**src/rtl/core/utf8_byte_stream_decoder_top_defines.svh**
```systemverilog
// assertion macros for the utf8 byte stream decoder
// used by rtl/core/utf8_byte_stream_decoder_top.sv, needs i_clk and i_rst_n in scope
`ifndef UTF8_BYTE_STREAM_DECODER_TOP_DEFINES_SVH
`define UTF8_BYTE_STREAM_DECODER_TOP_DEFINES_SVH

// same-cycle implication, checked outside reset
`define U8BSD_ASSERT_NOW(label, ante, cons) \
    label: assert property (@(posedge i_clk) disable iff (!i_rst_n) (ante) |-> (cons)) \
        else $error("u8bsd same-cycle check failed");

// next-cycle implication, checked outside reset
`define U8BSD_ASSERT_NEXT(label, ante, cons) \
    label: assert property (@(posedge i_clk) disable iff (!i_rst_n) (ante) |=> (cons)) \
        else $error("u8bsd next-cycle check failed");

`endif

```
**src/rtl/core/u8bsd_pkg.sv**
```systemverilog
// shared types, constants and byte classification for the utf8 byte stream decoder
// no dependencies
`timescale 1ns / 1ps

package u8bsd_pkg;

    localparam int BYTE_W   = 8;
    localparam int CP_W     = 21;
    localparam int COUNT_W  = 3;
    localparam int PEND_W   = 2;
    localparam int CONT_W   = 6;

    localparam logic [BYTE_W-1:0] CONT_PREFIX_MASK = 8'hC0;
    localparam logic [BYTE_W-1:0] CONT_PREFIX      = 8'h80;

    // what a byte means when no sequence is open
    typedef enum logic [2:0] {
        KIND_ASCII,
        KIND_CONT,
        KIND_LEAD2,
        KIND_LEAD3,
        KIND_LEAD4,
        KIND_INVALID
    } t_lead_kind;

    function automatic t_lead_kind classify(input logic [BYTE_W-1:0] b);
        t_lead_kind k;
        priority if (!b[7])                k = KIND_ASCII;
        else if (b[7:6] == 2'b10)          k = KIND_CONT;
        else if (b[7:5] == 3'b110)         k = KIND_LEAD2;
        else if (b[7:4] == 4'b1110)        k = KIND_LEAD3;
        else if (b[7:3] == 5'b11110)       k = KIND_LEAD4;
        else                               k = KIND_INVALID;
        return k;
    endfunction

    function automatic logic is_cont(input logic [BYTE_W-1:0] b);
        return (b & CONT_PREFIX_MASK) == CONT_PREFIX;
    endfunction

endpackage

```
**src/rtl/core/utf8_byte_stream_decoder_top.sv**
```systemverilog
// utf8 byte stream decoder, top level
// depends on u8bsd_pkg and utf8_byte_stream_decoder_top_defines.svh
`timescale 1ns / 1ps
`include "utf8_byte_stream_decoder_top_defines.svh"

// usage
//   slave side: one raw utf8 byte per transfer on i_s_tdata, i_s_tlast marks
//   the last byte of a slice; a sequence still open at that byte is an error
//   master side: one result per completed character or per error;
//   o_m_tdata carries code point and byte count, o_m_tuser the error flag
//   (code point and count are zero on error); a byte that only extends an
//   open sequence gives no transfer on the master side
// path: a byte taken on the slave side goes into the input register, the decode
//   logic writes its result into the result register, and the master side
//   takes the result from there
// throughput: one byte per cycle while the result register is free or i_m_tready
//   is high; the byte decode is a small classify, mask and shift that sits between the input and result registers
// stall: when the result register is full and i_m_tready is low, a byte in the
//   input register holds and o_s_tready drops; a byte that makes no result still
//   waits for a free result register, so nothing is lost or reordered
// reset: synchronous, active low; both registers empty, decoder idle with
//   no sequence open and a cleared accumulator

module utf8_byte_stream_decoder_top (
    input  logic        i_clk,
    input  logic        i_rst_n,
    // slave side
    input  logic        i_s_tvalid,
    output logic        o_s_tready,
    input  logic [7:0]  i_s_tdata,   // [7:0] data_byte
    input  logic        i_s_tlast,   // end_of_slice
    // master side
    output logic        o_m_tvalid,
    input  logic        i_m_tready,
    output logic [23:0] o_m_tdata,   // [20:0] code_point, [23:21] byte_count
    output logic        o_m_tuser    // [0] decode_error
);

    // input register
    logic                            r_in_valid;
    logic [u8bsd_pkg::BYTE_W-1:0]    r_in_byte;
    logic                            r_in_last;

    // decoder state
    logic [u8bsd_pkg::PEND_W-1:0]    r_pending, n_pending;
    logic [u8bsd_pkg::COUNT_W-1:0]   r_seq_len, n_seq_len;
    logic [u8bsd_pkg::CP_W-1:0]      r_partial, n_partial;

    // result register
    logic                            r_out_valid;
    logic [u8bsd_pkg::CP_W-1:0]      r_out_cp;
    logic [u8bsd_pkg::COUNT_W-1:0]   r_out_cnt;
    logic                            r_out_err;

    // decode results for the byte in the input register
    logic                            emit;
    logic [u8bsd_pkg::CP_W-1:0]      emit_cp;
    logic [u8bsd_pkg::COUNT_W-1:0]   emit_cnt;
    logic                            emit_err;

    logic                            advance;
    logic                            out_free;
    u8bsd_pkg::t_lead_kind           kind;
    logic [u8bsd_pkg::CP_W-1:0]      cont_value;

    // result register can take a new value this cycle
    assign out_free   = !r_out_valid || i_m_tready;
    // byte in the input register gets decoded this cycle
    assign advance    = r_in_valid && out_free;
    // input register empty or draining
    assign o_s_tready = !r_in_valid || out_free;

    assign kind       = u8bsd_pkg::classify(r_in_byte);
    assign cont_value = {r_partial[u8bsd_pkg::CP_W-u8bsd_pkg::CONT_W-1:0],
                         r_in_byte[u8bsd_pkg::CONT_W-1:0]};

    // decode of one byte against the current state
    always_comb begin
        n_pending = r_pending;
        n_seq_len = r_seq_len;
        n_partial = r_partial;
        emit      = 1'b0;
        emit_cp   = '0;
        emit_cnt  = '0;
        emit_err  = 1'b0;

        if (r_pending == '0) begin
            unique case (kind)
                u8bsd_pkg::KIND_ASCII: begin
                    emit     = 1'b1;
                    emit_cp  = u8bsd_pkg::CP_W'(r_in_byte);
                    emit_cnt = u8bsd_pkg::COUNT_W'(1);
                end
                u8bsd_pkg::KIND_LEAD2, u8bsd_pkg::KIND_LEAD3, u8bsd_pkg::KIND_LEAD4: begin
                    if (r_in_last) begin
                        // sequence cut by slice end at its lead byte
                        emit     = 1'b1;
                        emit_err = 1'b1;
                    end else begin
                        unique case (kind)
                            u8bsd_pkg::KIND_LEAD2: begin
                                n_partial = u8bsd_pkg::CP_W'(r_in_byte[4:0]);
                                n_seq_len = u8bsd_pkg::COUNT_W'(2);
                                n_pending = u8bsd_pkg::PEND_W'(1);
                            end
                            u8bsd_pkg::KIND_LEAD3: begin
                                n_partial = u8bsd_pkg::CP_W'(r_in_byte[3:0]);
                                n_seq_len = u8bsd_pkg::COUNT_W'(3);
                                n_pending = u8bsd_pkg::PEND_W'(2);
                            end
                            default: begin
                                n_partial = u8bsd_pkg::CP_W'(r_in_byte[2:0]);
                                n_seq_len = u8bsd_pkg::COUNT_W'(4);
                                n_pending = u8bsd_pkg::PEND_W'(3);
                            end
                        endcase
                    end
                end
                default: begin
                    // stray continuation or five or more leading ones
                    emit     = 1'b1;
                    emit_err = 1'b1;
                end
            endcase
        end else if (!u8bsd_pkg::is_cont(r_in_byte)) begin
            // bad continuation: drop the sequence, byte is consumed
            emit      = 1'b1;
            emit_err  = 1'b1;
            n_pending = '0;
            n_seq_len = '0;
            n_partial = '0;
        end else if (r_pending == u8bsd_pkg::PEND_W'(1)) begin
            // last continuation completes the character
            emit      = 1'b1;
            emit_cp   = cont_value;
            emit_cnt  = r_seq_len;
            n_pending = '0;
            n_seq_len = '0;
            n_partial = '0;
        end else if (r_in_last) begin
            // slice ended inside the sequence
            emit      = 1'b1;
            emit_err  = 1'b1;
            n_pending = '0;
            n_seq_len = '0;
            n_partial = '0;
        end else begin
            n_partial = cont_value;
            n_pending = r_pending - u8bsd_pkg::PEND_W'(1);
        end
    end

    // input register control
    always_ff @(posedge i_clk) begin
        if (!i_rst_n) begin
            r_in_valid <= 1'b0;
        end else if (o_s_tready) begin
            r_in_valid <= i_s_tvalid;
        end
    end

    // input register payload
    always_ff @(posedge i_clk) begin
        if (o_s_tready && i_s_tvalid) begin
            r_in_byte <= i_s_tdata;
            r_in_last <= i_s_tlast;
        end
    end

    // decoder state
    always_ff @(posedge i_clk) begin
        if (!i_rst_n) begin
            r_pending <= '0;
            r_seq_len <= '0;
            r_partial <= '0;
        end else if (advance) begin
            r_pending <= n_pending;
            r_seq_len <= n_seq_len;
            r_partial <= n_partial;
        end
    end

    // result register control
    always_ff @(posedge i_clk) begin
        if (!i_rst_n) begin
            r_out_valid <= 1'b0;
        end else if (out_free) begin
            r_out_valid <= advance && emit;
        end
    end

    // result register payload
    always_ff @(posedge i_clk) begin
        if (advance && emit) begin
            r_out_cp  <= emit_cp;
            r_out_cnt <= emit_cnt;
            r_out_err <= emit_err;
        end
    end

    assign o_m_tvalid = r_out_valid;
    assign o_m_tdata  = {r_out_cnt, r_out_cp};
    assign o_m_tuser  = r_out_err;

    // error results carry no character
    `U8BSD_ASSERT_NOW(a_err_zero, r_out_valid && r_out_err, (r_out_cp == '0) && (r_out_cnt == '0))

    // a good character is one to four bytes long
    `U8BSD_ASSERT_NOW(a_cnt_range, r_out_valid && !r_out_err, (r_out_cnt != '0) && (r_out_cnt <= 3'd4))

    // an open sequence is longer than what is still awaited
    `U8BSD_ASSERT_NOW(a_seq_len, r_pending != '0, r_seq_len > {1'b0, r_pending})

    // idle decoder keeps a clean accumulator
    `U8BSD_ASSERT_NOW(a_idle_clean, r_pending == '0, (r_seq_len == '0) && (r_partial == '0))

    // a byte that opens or extends a sequence leaves no new result behind
    `U8BSD_ASSERT_NEXT(a_no_emit, advance && !emit, !r_out_valid)

endmodule
```
**config.mk**
```make
export PLATFORM = sky130hd
export DESIGN_NAME = utf8_byte_stream_decoder_top
export DESIGN_NICKNAME = d
export VERILOG_FILES = /design/src/rtl/core/u8bsd_pkg.sv /design/src/rtl/core/utf8_byte_stream_decoder_top.sv
export VERILOG_INCLUDE_DIRS = /design/src /design/src/rtl/core
export SDC_FILE = /design/constraint.sdc
export NUM_CORES = 1
export LEC_CHECK = 0
export ABC_AREA = 1
export ABC_CLOCK_PERIOD_IN_PS = 2400
export BUFFER_PORTS_ARGS = -buffer_cell sky130_fd_sc_hd__buf_4
export CELL_PAD_IN_SITES_DETAIL_PLACEMENT = 1
export CELL_PAD_IN_SITES_GLOBAL_PLACEMENT = 1
export CORE_MARGIN = 3
export CORE_UTILIZATION = 42
export CTS_CLUSTER_DIAMETER = 200
export CTS_CLUSTER_SIZE = 14
export DETAILED_ROUTE_END_ITERATION = 7
export GPL_TIMING_DRIVEN = 0
export PLACE_DENSITY = 0.8
export SYNTH_ARGS = -nofsm -noshare
export SYNTH_HDL_FRONTEND = slang
export SYNTH_SLANG_ARGS = --single-unit
export TNS_END_PERCENT = 100
```
**constraint.sdc**
```tcl
create_clock -name i_clk -period 2.4 [get_ports i_clk]
set_input_delay 0.48 -clock i_clk [delete_from_list [all_inputs] [get_ports i_clk]]
set_output_delay 0.48 -clock i_clk [all_outputs]
set_load 0.01 [all_outputs]
```
==> results of run 1 <==
-- power by group through the flow --
stage	Combinational, mW	Clock, mW	Sequential (mW)
floorplan	0.107	0	1.12
global placement	0.190	0	1.11
detailed placement	0.196	0	1.11
CTS	0.201	0.555	1.09
global route	0.234	0.592	1.09
finish	0.207	0.538	1.09
-- per-layer routing --
layer | vias up | part of all wire (%) | GRT usage [%]
met3 | 5 | 3.5 | 4.036
met2 | 28 | 51 | 29.06
met1 | 840 | 44 | 20.91
li1 | 884 | - | -
met5 | - | 0 | 0
met4 | 0 | 1.5 | 6.081
-- registers in the layout (all words and copies together), names as in the netlist --
name	count
r_in_byte	8
r_seq_len	3
o_m_tvalid	1
r_in_valid	1
r_pending	2
r_out_cp	21
o_m_tuser	1
r_in_last	1
r_out_cnt	3
r_partial	15
-- area by class of cell --
cell class,count,area (µm²)
Inverter,40,153.9
Timing Repair inverter,1,7.507
Multi-Input combinational cell,148,664.4
Sequential cell,56,1461
Clock buffer,7,86.33
Timing Repair Buffer,42,327.8
Buffer,7,66.31
Tap cell,70,87.58
Clock inverter,1,8.758
Fill cell,623,2374
-- stage by stage --
stage | area (µm²) | instances
2_1_floorplan | 2342 | 251
3_3_place_gp | 2723 | 360
3_5_place_dp | 2723 | 360
4_1_cts | 2829 | 369
5_1_grt | 2864 | 372
6_report | 2864 | 372
-- worst max path at each step --
stage | from | to | cells past startpoint
2_1_floorplan | r_pending[0] | o_m_tuser | 8
3_3_place_gp | r_pending[0] | r_out_cp[9] | 8
3_5_place_dp | r_pending[0] | r_out_cp[14] | 8
4_1_cts | r_pending[0] | r_out_cnt[0] | 8
5_1_grt | r_pending[0] | r_out_cnt[0] | 9
6_report | r_pending[0] | r_out_cnt[0] | 9
-- kinds of logic (layout without fill, tap and decap cells) --
group / count (synthesis) / after routing / synth area share (%)
AOI/OAI and AO/OA: 19 / 19 / 4.647
adders and majority gates: 2 / 2 / 1.068
buffers and inverters: 47 / 98 / 9.241
DFF: 56 / 56 / 62.39
and+or+nand+nor: 127 / 127 / 22.65
-- synth_stat cells --
cell type	number	area [µm²]
o21ai_1	2	10.01
buf_6	5	56.30
nor2_1	68	255.2
dfxtp_1	22	440.4
nor3_1	1	5.000
o21ai_0	11	55.05
o22ai_1	2	12.51
nand2_1	38	142.6
nor2_2	2	12.51
buf_2	2	10.01
nor4_1	1	6.260
nand3_2	2	20.02
ha_1	2	25.02
nand2_2	4	25.02
nand3_1	8	40.04
a21oi_1	3	15.01
edfxtp_1	34	1021
nor2_4	1	11.26
nand4_1	2	12.51
a21oi_4	1	16.27
inv_1	40	150.1
-- worst max-delay path, cell delays in order (launching register included) --
cell        delay [ns]
dfxtp_1           0.38
inv_1             0.07
ha_1              0.20
buf_6             0.14
nor2_1            0.15
nand3_2           0.21
buf_6             0.22
nand3_1           0.26
clkinvlp_4        0.16
buf_4             0.19
-- timing repair --
item / 4_1_cts / 5_1_grt
endpoints found under the setup margin: 25 / 25
hold endpoints to repair: 0 / 0
setup buffers: 0 / 3
gates cloned: 1 / 0
gates resized for setup: 2 / 0
==> out/qor.csv, run 1 <==
metric,value,unit
crit path max fanout,10,
Via Count,1757,
antenna-violating nets left,0,
drt pass-1 iters,4,
GR Util All Layers,17.02,%
reg2reg path depth,9,
critical path arrival,2.29,ns
Layout Nets,316,
Layout area overhead,22.28,%
Placement Rows,26,
syn_nets,266,
hold slack,0.3367,ns
die height,80.68,µm
root buffer cell,clkbuf_8,
hold worst-path end,r_in_byte[2],
final period utilization,92.66,%
CTS sink count,56,
initial DRC count,74,
Max Buffers Root-to-Sink,2,
first-pass GRT wire length,8093,µm
worst hold start,i_s_tdata[2],
Post-Route WL,4993,µm
worst-margin pin slew,0.3493,ns
VDD IR max,287.8,µV
core area,5238,µm²
Final Hold Viols,0,
DR vias/cell,4.723,
status,completed,
initial antenna violation count,0,
CTS H-tree lvls,2,
post-detail-place hpwl,3408,µm
io pins,40,
WS Path Type,reg -> reg,
dpl ws,-0.04910,ns
Routed WL per cell,13.42,µm
share of layout cells above drive strength 1,22.52,%
cts bufs inserted,5,
Clock Pin Slew Worst Setup and Hold Paths,0.10,ns
vias in the first global route,1688,
Layout Skew,0.01419,ns
reg2reg end,r_out_cnt[0],
Worst-Skew Late Latency,0.31,ns
final setup margin,0.1762,ns
net load switching power,0.4436,mW
Pins Over Slew Limit,0,
TritonCTS clock tree,built,
Post-Syn Area per Cell,9.332,µm²
"commonest cells after routing, fill and taps aside","68 x nor2_1, 41 x buf_4, 39 x inv_1, 38 x nand2_1, 34 x edfxtp_1",
Sw Share,24.18,%
HP Class,in -> reg,
WP data required,2.47,ns
Final Setup Violations,0,
pin count of the biggest net entering global routing,18,
R2R Path Start,r_pending[0],
CTS Hold Bufs,0,
IO Port Bufs,39,
fmax,449.7,MHz
sequential fraction of the synthesis area,62.39,%
post-layout min period,2.224,ns
GRT overflow,0,
Worst Hold Depth,1,
"flops & latches, synth",56,
Final GP Congestion,0.8138,
fin util,54.68,%
die area,6508,µm²
Netlist cell types,21,
total power,1.835,mW
power share of the clock group,29.3,%
mapped cell area,2342,µm²
Antenna Cells,0,
Max-Cap Viols,0,
Initial Util,44.72,%
Yosys Warn Count,0,
total leakage power,1.185,nW
Rel. slew slack,76.69,%
crit start category,flop,
RSZ-0062 raised after global routing,false,
internal power,1.391,mW
Reg power frac,59.4,%
TNS Setup,0,ns
slack of the worst reg-to-reg path,0.18,ns
Residual DRC,0,
die width,80.68,µm
total power per unit cell area,640.6,nW/µm²
CP Capture Type,flop,
most common library cell in the layout ignoring fill and taps,nor2_1,
power share of the combinational group,11.3,%
Synth Instances,251,
No activity file was read; power rests on OpenSTA's default activity.
==> run 2, diff against run 1 <==
--- a/config.mk
+++ b/config.mk
@@ -8,7 +8,7 @@
 export LEC_CHECK = 0
 export ABC_AREA = 1
 export ABC_CLOCK_PERIOD_IN_PS = 2400
-export BUFFER_PORTS_ARGS = -buffer_cell sky130_fd_sc_hd__buf_4
+export BUFFER_PORTS_ARGS = -buffer_cell sky130_fd_sc_hd__buf_2
 export CELL_PAD_IN_SITES_DETAIL_PLACEMENT = 1
 export CELL_PAD_IN_SITES_GLOBAL_PLACEMENT = 1
 export CORE_MARGIN = 3
@@ -18,6 +18,7 @@
 export DETAILED_ROUTE_END_ITERATION = 7
 export GPL_TIMING_DRIVEN = 0
 export PLACE_DENSITY = 0.8
+export SKIP_CTS_REPAIR_TIMING = 1
 export SYNTH_ARGS = -nofsm -noshare
 export SYNTH_HDL_FRONTEND = slang
 export SYNTH_SLANG_ARGS = --single-unit
==> out/qor.csv, run 2 (synthesized netlist as in run 1, its figures left out) <==
metric,value,unit,change
status,completed,,unchanged
most common library cell in the layout ignoring fill and taps,nor2_1,,unchanged
Routed WL per cell,14.11,µm,was 13.42 µm
Placement Rows,26,,unchanged
final setup margin,0.08984,ns,was 0.1762 ns
core area,5238,µm²,unchanged
crit path max fanout,13,,was 10
Layout Skew,0.01058,ns,was 0.01419 ns
first-pass GRT wire length,8362,µm,was 8093 µm
vias in the first global route,1829,,was 1688
cts bufs inserted,5,,unchanged
HP Class,in -> reg,,unchanged
Post-Route WL,5249,µm,was 4993 µm
Initial Util,44.72,%,unchanged
initial antenna violation count,0,,unchanged
TNS Setup,0,ns,unchanged
Layout area overhead,18.11,%,was 22.28%
Final GP Congestion,0.8356,,was 0.8138
CTS sink count,56,,unchanged
fmax,432.9,MHz,was 449.7 MHz
internal power,1.375,mW,was 1.391 mW
Via Count,1763,,was 1757
Max stage delay on crit path,0.38,ns,about the same
CP cell instances,"inv_1, ha_1, buf_6, nor2_1, nand3_2, buf_6, nand3_1, clkinvlp_4, buf_12",,"was inv_1, ha_1, buf_6, nor2_1, nand3_2, buf_6, nand3_1, clkinvlp_4, buf_4"
VDD IR max,360.1,µV,was 287.8 µV
met3 Resource Use GR,4.036,%,unchanged
power share of the clock group,29.6,%,was 29.3%
die area,6508,µm²,unchanged
CP startpoint,r_pending[0],,unchanged
hold slack,0.3355,ns,was 0.3367 ns
GR Util All Layers,17.26,%,was 17.02%
total power per unit cell area,659.0,nW/µm²,was 640.6 nW/µm²
R2R Path Start,r_pending[0],,unchanged
Final Setup Violations,0,,unchanged
initial DRC count,84,,was 74
Sw Share,24.58,%,was 24.18%
dpl ws,-0.01792,ns,was -0.04910 ns
CP Capture Type,flop,,unchanged
Max-Cap Viols,0,,unchanged
Clock Pin Slew Worst Setup and Hold Paths,0.10,ns,about the same
"commonest cells after routing, fill and taps aside","68 x nor2_1, 41 x buf_2, 39 x inv_1, 38 x nand2_1, 34 x edfxtp_1",,"was 68 x nor2_1, 41 x buf_4, 39 x inv_1, 38 x nand2_1, 34 x edfxtp_1"
Residual DRC,0,,unchanged
post-detail-place hpwl,3498,µm,was 3408 µm
share of layout cells above drive strength 1,22.52,%,unchanged
pin count of the biggest net entering global routing,26,,was 18
Max Buffers Root-to-Sink,2,,unchanged
"Slowest-stage cell, CP",dfxtp_1,,unchanged
max FFs per register,21,,unchanged
WP data required,2.48,ns,was 2.47 ns
GRT overflow,0,,unchanged
Pins Over Slew Limit,0,,unchanged
Reg power frac,59.7,%,was 59.4%
Biggest register,r_out_cp,,unchanged
Rel. slew slack,76.71,%,was 76.69%
TritonCTS clock tree,built,,unchanged
die height,80.68,µm,unchanged
total leakage power,1.153,nW,was 1.185 nW
gr busiest metal,met2,,unchanged
Final Hold Viols,0,,unchanged
Antenna Cells,0,,unchanged
drt pass-1 iters,4,,unchanged
Worst-Skew Late Latency,0.31,ns,about the same
final period utilization,96.26,%,was 92.66%
final instance area,2766,µm²,was 2864 µm²
critical path arrival,2.39,ns,was 2.29 ns
worst hold start,i_s_tdata[2],,unchanged
worst-margin pin slew,0.3483,ns,was 0.3493 ns
WS Path Type,reg -> reg,,unchanged
post-place instance area,2625,µm²,was 2723 µm²
DR vias/cell,4.739,,was 4.723
Regs by FF count,"r_out_cp x21, r_partial x15, r_in_byte x8",,unchanged
net load switching power,0.4481,mW,was 0.4436 mW
power share of the combinational group,10.7,%,was 11.3%
CTS H-tree lvls,2,,unchanged
post-layout min period,2.310,ns,was 2.224 ns
RSZ-0062 raised after global routing,false,,unchanged
IO Port Bufs,39,,unchanged
die width,80.68,µm,unchanged
GRT met1 Usage,19.81,%,was 20.91%
Worst path most repeated cell,buf_6,,unchanged
antenna-violating nets left,0,,unchanged
root buffer cell,clkbuf_8,,unchanged
crit start category,flop,,unchanged
Layout Nets,316,,unchanged
io pins,40,,unchanged
met2 Use GR,31.71,%,was 29.06%
run 2: cell count changes in the layout (fill, tap and decap cells not counted):
| cell | previous run | this run |
|---|---|---|
| buf_2 | 2 | 41 |
| buf_4 | 41 | 2 |
run 2: worst max-delay path: cells and delay by family (launching register included):
| kind | cells | cell delay, ns |
|---|---|---|
| and+or+nand+nor | 3 | 0.67 |
| adders and majority gates | 1 | 0.21 |
| DFF | 1 | 0.38 |
| buffers and inverters | 5 | 0.80 |
run 2: power groups by stage:
stage               combinational, mW  sequential [mW]  clock, mW
global placement                0.173             1.11          0
detailed placement              0.180             1.11          0
CTS                             0.182             1.09      0.550
floorplan                       0.107             1.12          0
finish                          0.195             1.09      0.540
global route                    0.220             1.09      0.586
run 2: path summary, 6_finish.rpt:
kind | to | slack (ns) | depth (start not counted)
worst min register to register | r_partial[4] | 0.48 | 2
worst max-delay path | r_out_cnt[1] | 0.09 | 9
worst max register to register | r_out_cnt[1] | 0.09 | 9
worst min-delay path | r_in_byte[2] | 0.34 | 1
run 2: metal layers:
metal / wire length, µm / up-vias
li1: - / 884
met4: 54 / 0
met2: 2804 / 33
met5: 0 / -
met1: 2196 / 841
met3: 194 / 5
run 2: area by class of cell:
class / instances / area (µm²)
Tap cell: 70 / 87.58
Timing Repair Buffer: 42 / 230.2
Fill cell: 655 / 2471
Sequential cell: 56 / 1461
Timing Repair inverter: 1 / 7.507
Multi-Input combinational cell: 148 / 664.4
Inverter: 40 / 153.9
Clock inverter: 1 / 8.758
Clock buffer: 7 / 86.33
Buffer: 7 / 66.31
run 2: stage by stage:
| step | util [%] | power [mW] | instances |
|---|---|---|---|
| 6_report | 52.82 | 1.823 | 372 |
| 5_1_grt | 52.82 | 1.900 | 372 |
| 4_1_cts | 51.93 | 1.822 | 368 |
| 3_5_place_dp | 50.12 | 1.292 | 360 |
| 3_3_place_gp | 50.12 | 1.282 | 360 |
| 2_1_floorplan | - | 1.226 | 251 |
==> run 3, diff against run 2 <==
--- a/config.mk
+++ b/config.mk
@@ -9,7 +9,7 @@
 export ABC_AREA = 1
 export ABC_CLOCK_PERIOD_IN_PS = 2400
 export BUFFER_PORTS_ARGS = -buffer_cell sky130_fd_sc_hd__buf_2
-export CELL_PAD_IN_SITES_DETAIL_PLACEMENT = 1
+export CELL_PAD_IN_SITES_DETAIL_PLACEMENT = 0
 export CELL_PAD_IN_SITES_GLOBAL_PLACEMENT = 1
 export CORE_MARGIN = 3
 export CORE_UTILIZATION = 42
==> out/qor.csv, run 3 (synthesized netlist as in run 1, its figures left out) <==
metric,value,unit,change
status,completed,,unchanged
final period utilization,91.67,%,was 96.26%
WP data required,2.45,ns,was 2.48 ns
vias in the first global route,1611,,was 1829
total leakage power,1.141,nW,was 1.153 nW
Max Buffers Root-to-Sink,2,,unchanged
most common library cell in the layout ignoring fill and taps,nor2_1,,unchanged
Final GP Congestion,0.8356,,unchanged
Worst Hold Depth,1,,unchanged
DR vias/cell,4.493,,was 4.739
Rel. slew slack,75.91,%,was 76.71%
drt pass-1 iters,4,,unchanged
io pins,40,,unchanged
antenna-violating nets left,0,,unchanged
Max-Cap Viols,0,,unchanged
RSZ-0062 raised after global routing,false,,unchanged
first-pass GRT wire length,7265,µm,was 8362 µm
Worst-Skew Late Latency,0.31,ns,about the same
TNS Setup,0,ns,unchanged
total power per unit cell area,648.2,nW/µm²,was 659.0 nW/µm²
worst-margin pin slew,0.3610,ns,was 0.3483 ns
filler cell count,514,,was 655
die width,80.68,µm,unchanged
Regs by FF count,"r_out_cp x21, r_partial x15, r_in_byte x8",,unchanged
die area,6508,µm²,unchanged
initial DRC count,91,,was 84
die height,80.68,µm,unchanged
CP Capture Type,flop,,unchanged
root buffer cell,clkbuf_8,,unchanged
Final Setup Violations,0,,unchanged
core area,5238,µm²,unchanged
IO Port Bufs,39,,unchanged
"Slowest-stage cell, CP",dfxtp_1,,unchanged
"commonest cells after routing, fill and taps aside","68 x nor2_1, 41 x buf_2, 39 x inv_1, 38 x nand2_1, 34 x edfxtp_1",,unchanged
Pins Over Slew Limit,0,,unchanged
CTS sink count,56,,unchanged
GRT overflow,0,,unchanged
Layout area overhead,16.88,%,was 18.11%
fin util,52.27,%,was 52.82%
share of layout cells above drive strength 1,22.26,%,was 22.52%
fmax,454.5,MHz,was 432.9 MHz
CP cell instances,"inv_1, ha_1, buf_6, nor2_1, nand3_2, buf_6, nand3_1, clkinvlp_4, buf_4",,"was inv_1, ha_1, buf_6, nor2_1, nand3_2, buf_6, nand3_1, clkinvlp_4, buf_12"
Residual DRC,0,,unchanged
Final Hold Viols,0,,unchanged
placed insts,360,,unchanged
Initial Util,44.72,%,unchanged
CTS H-tree lvls,2,,unchanged
Max stage delay on crit path,0.39,ns,was 0.38 ns
initial antenna violation count,0,,unchanged
Routed WL per cell,11.74,µm,was 14.11 µm
final non-filler cell total,371,,was 372
Layout Nets,315,,was 316
post-layout min period,2.200,ns,was 2.310 ns
WS Path Type,reg -> reg,,unchanged
Via Count,1667,,was 1763
Clock Pin Slew Worst Setup and Hold Paths,0.10,ns,about the same
pin count of the biggest net entering global routing,26,,unchanged
crit start category,flop,,unchanged
crit path max fanout,13,,unchanged
reg2reg path depth,9,,unchanged
VDD IR max,334.5,µV,was 360.1 µV
final instance area,2738,µm²,was 2766 µm²
cts bufs inserted,5,,unchanged
critical path arrival,2.25,ns,was 2.39 ns
post-detail-place hpwl,3012,µm,was 3498 µm
Antenna Cells,0,,unchanged
GR Util All Layers,14.77,%,was 17.26%
Post-Route WL,4356,µm,was 5249 µm
Layout Skew,0.01484,ns,was 0.01058 ns
max FFs per register,21,,unchanged
TritonCTS clock tree,built,,unchanged
post-place instance area,2625,µm²,unchanged
Placement Rows,26,,unchanged
Worst path most repeated cell,buf_6,,unchanged
HP Class,in -> reg,,unchanged
Biggest register,r_out_cp,,unchanged
-- run 3: changes by cell type in the layout (fill, tap and decap cells not counted), sizes merged --
cell | before | now
buf | 49 | 48
clkbuf | 7 | 6
inv | 39 | 40
-- run 3: report_power, final --
part	switching [mW]	internal, mW
Clock	0.299	0.209
Combinational	0.115	0.0650
Sequential	0.0192	1.07
Total	0.433	1.34
-- run 3: final cells by class --
cell class	count	area, µm²	share of cell area (%)
Clock buffer	6	72.57	2.651
Inverter	40	153.9	5.622
Buffer	7	66.31	2.422
Tap cell	70	87.58	3.199
Clock inverter	2	13.76	0.5027
Timing Repair Buffer	41	210.2	7.678
Multi-Input combinational cell	148	664.4	24.27
Sequential cell	56	1461	53.38
Timing Repair inverter	1	7.507	0.2742
-- run 3: layer usage --
metal	GRT usage, %	part of all wire [%]	up-vias
li1	-	-	882
met1	18.92	45	743
met2	24.50	49	36
met3	3.027	4.0	6
met4	5.574	1.2	0
met5	0	0	-
-- run 3: path summary, 6_finish.rpt --
check / startpoint / end / slack (ns)
worst max-delay path: r_pending[0] / r_out_cnt[0] / 0.20
worst min-delay path: i_s_tdata[1] / r_in_byte[1] / 0.34
worst max register to register: r_pending[0] / r_out_cnt[0] / 0.20
worst min register to register: r_partial[4] / r_partial[4] / 0.47
-- run 3: critical path: cells and delay by family (launching register included) --
family	cells	cell delay [ns]
buffers and inverters	5	0.75
and+or+nand+nor	3	0.60
DFF	1	0.39
adders and majority gates	1	0.20
-- run 3: through the flow --
stage	setup slack [ns]	hold WS, ns	power [mW]
2_1_floorplan	0.4485	0.4434	1.226
4_1_cts	-0.06201	0.3310	1.794
6_report	0.1999	0.3416	1.775
3_3_place_gp	0.03626	0.4594	1.282
5_1_grt	0.07104	0.3249	1.865
3_5_place_dp	-0.03699	0.4634	1.286
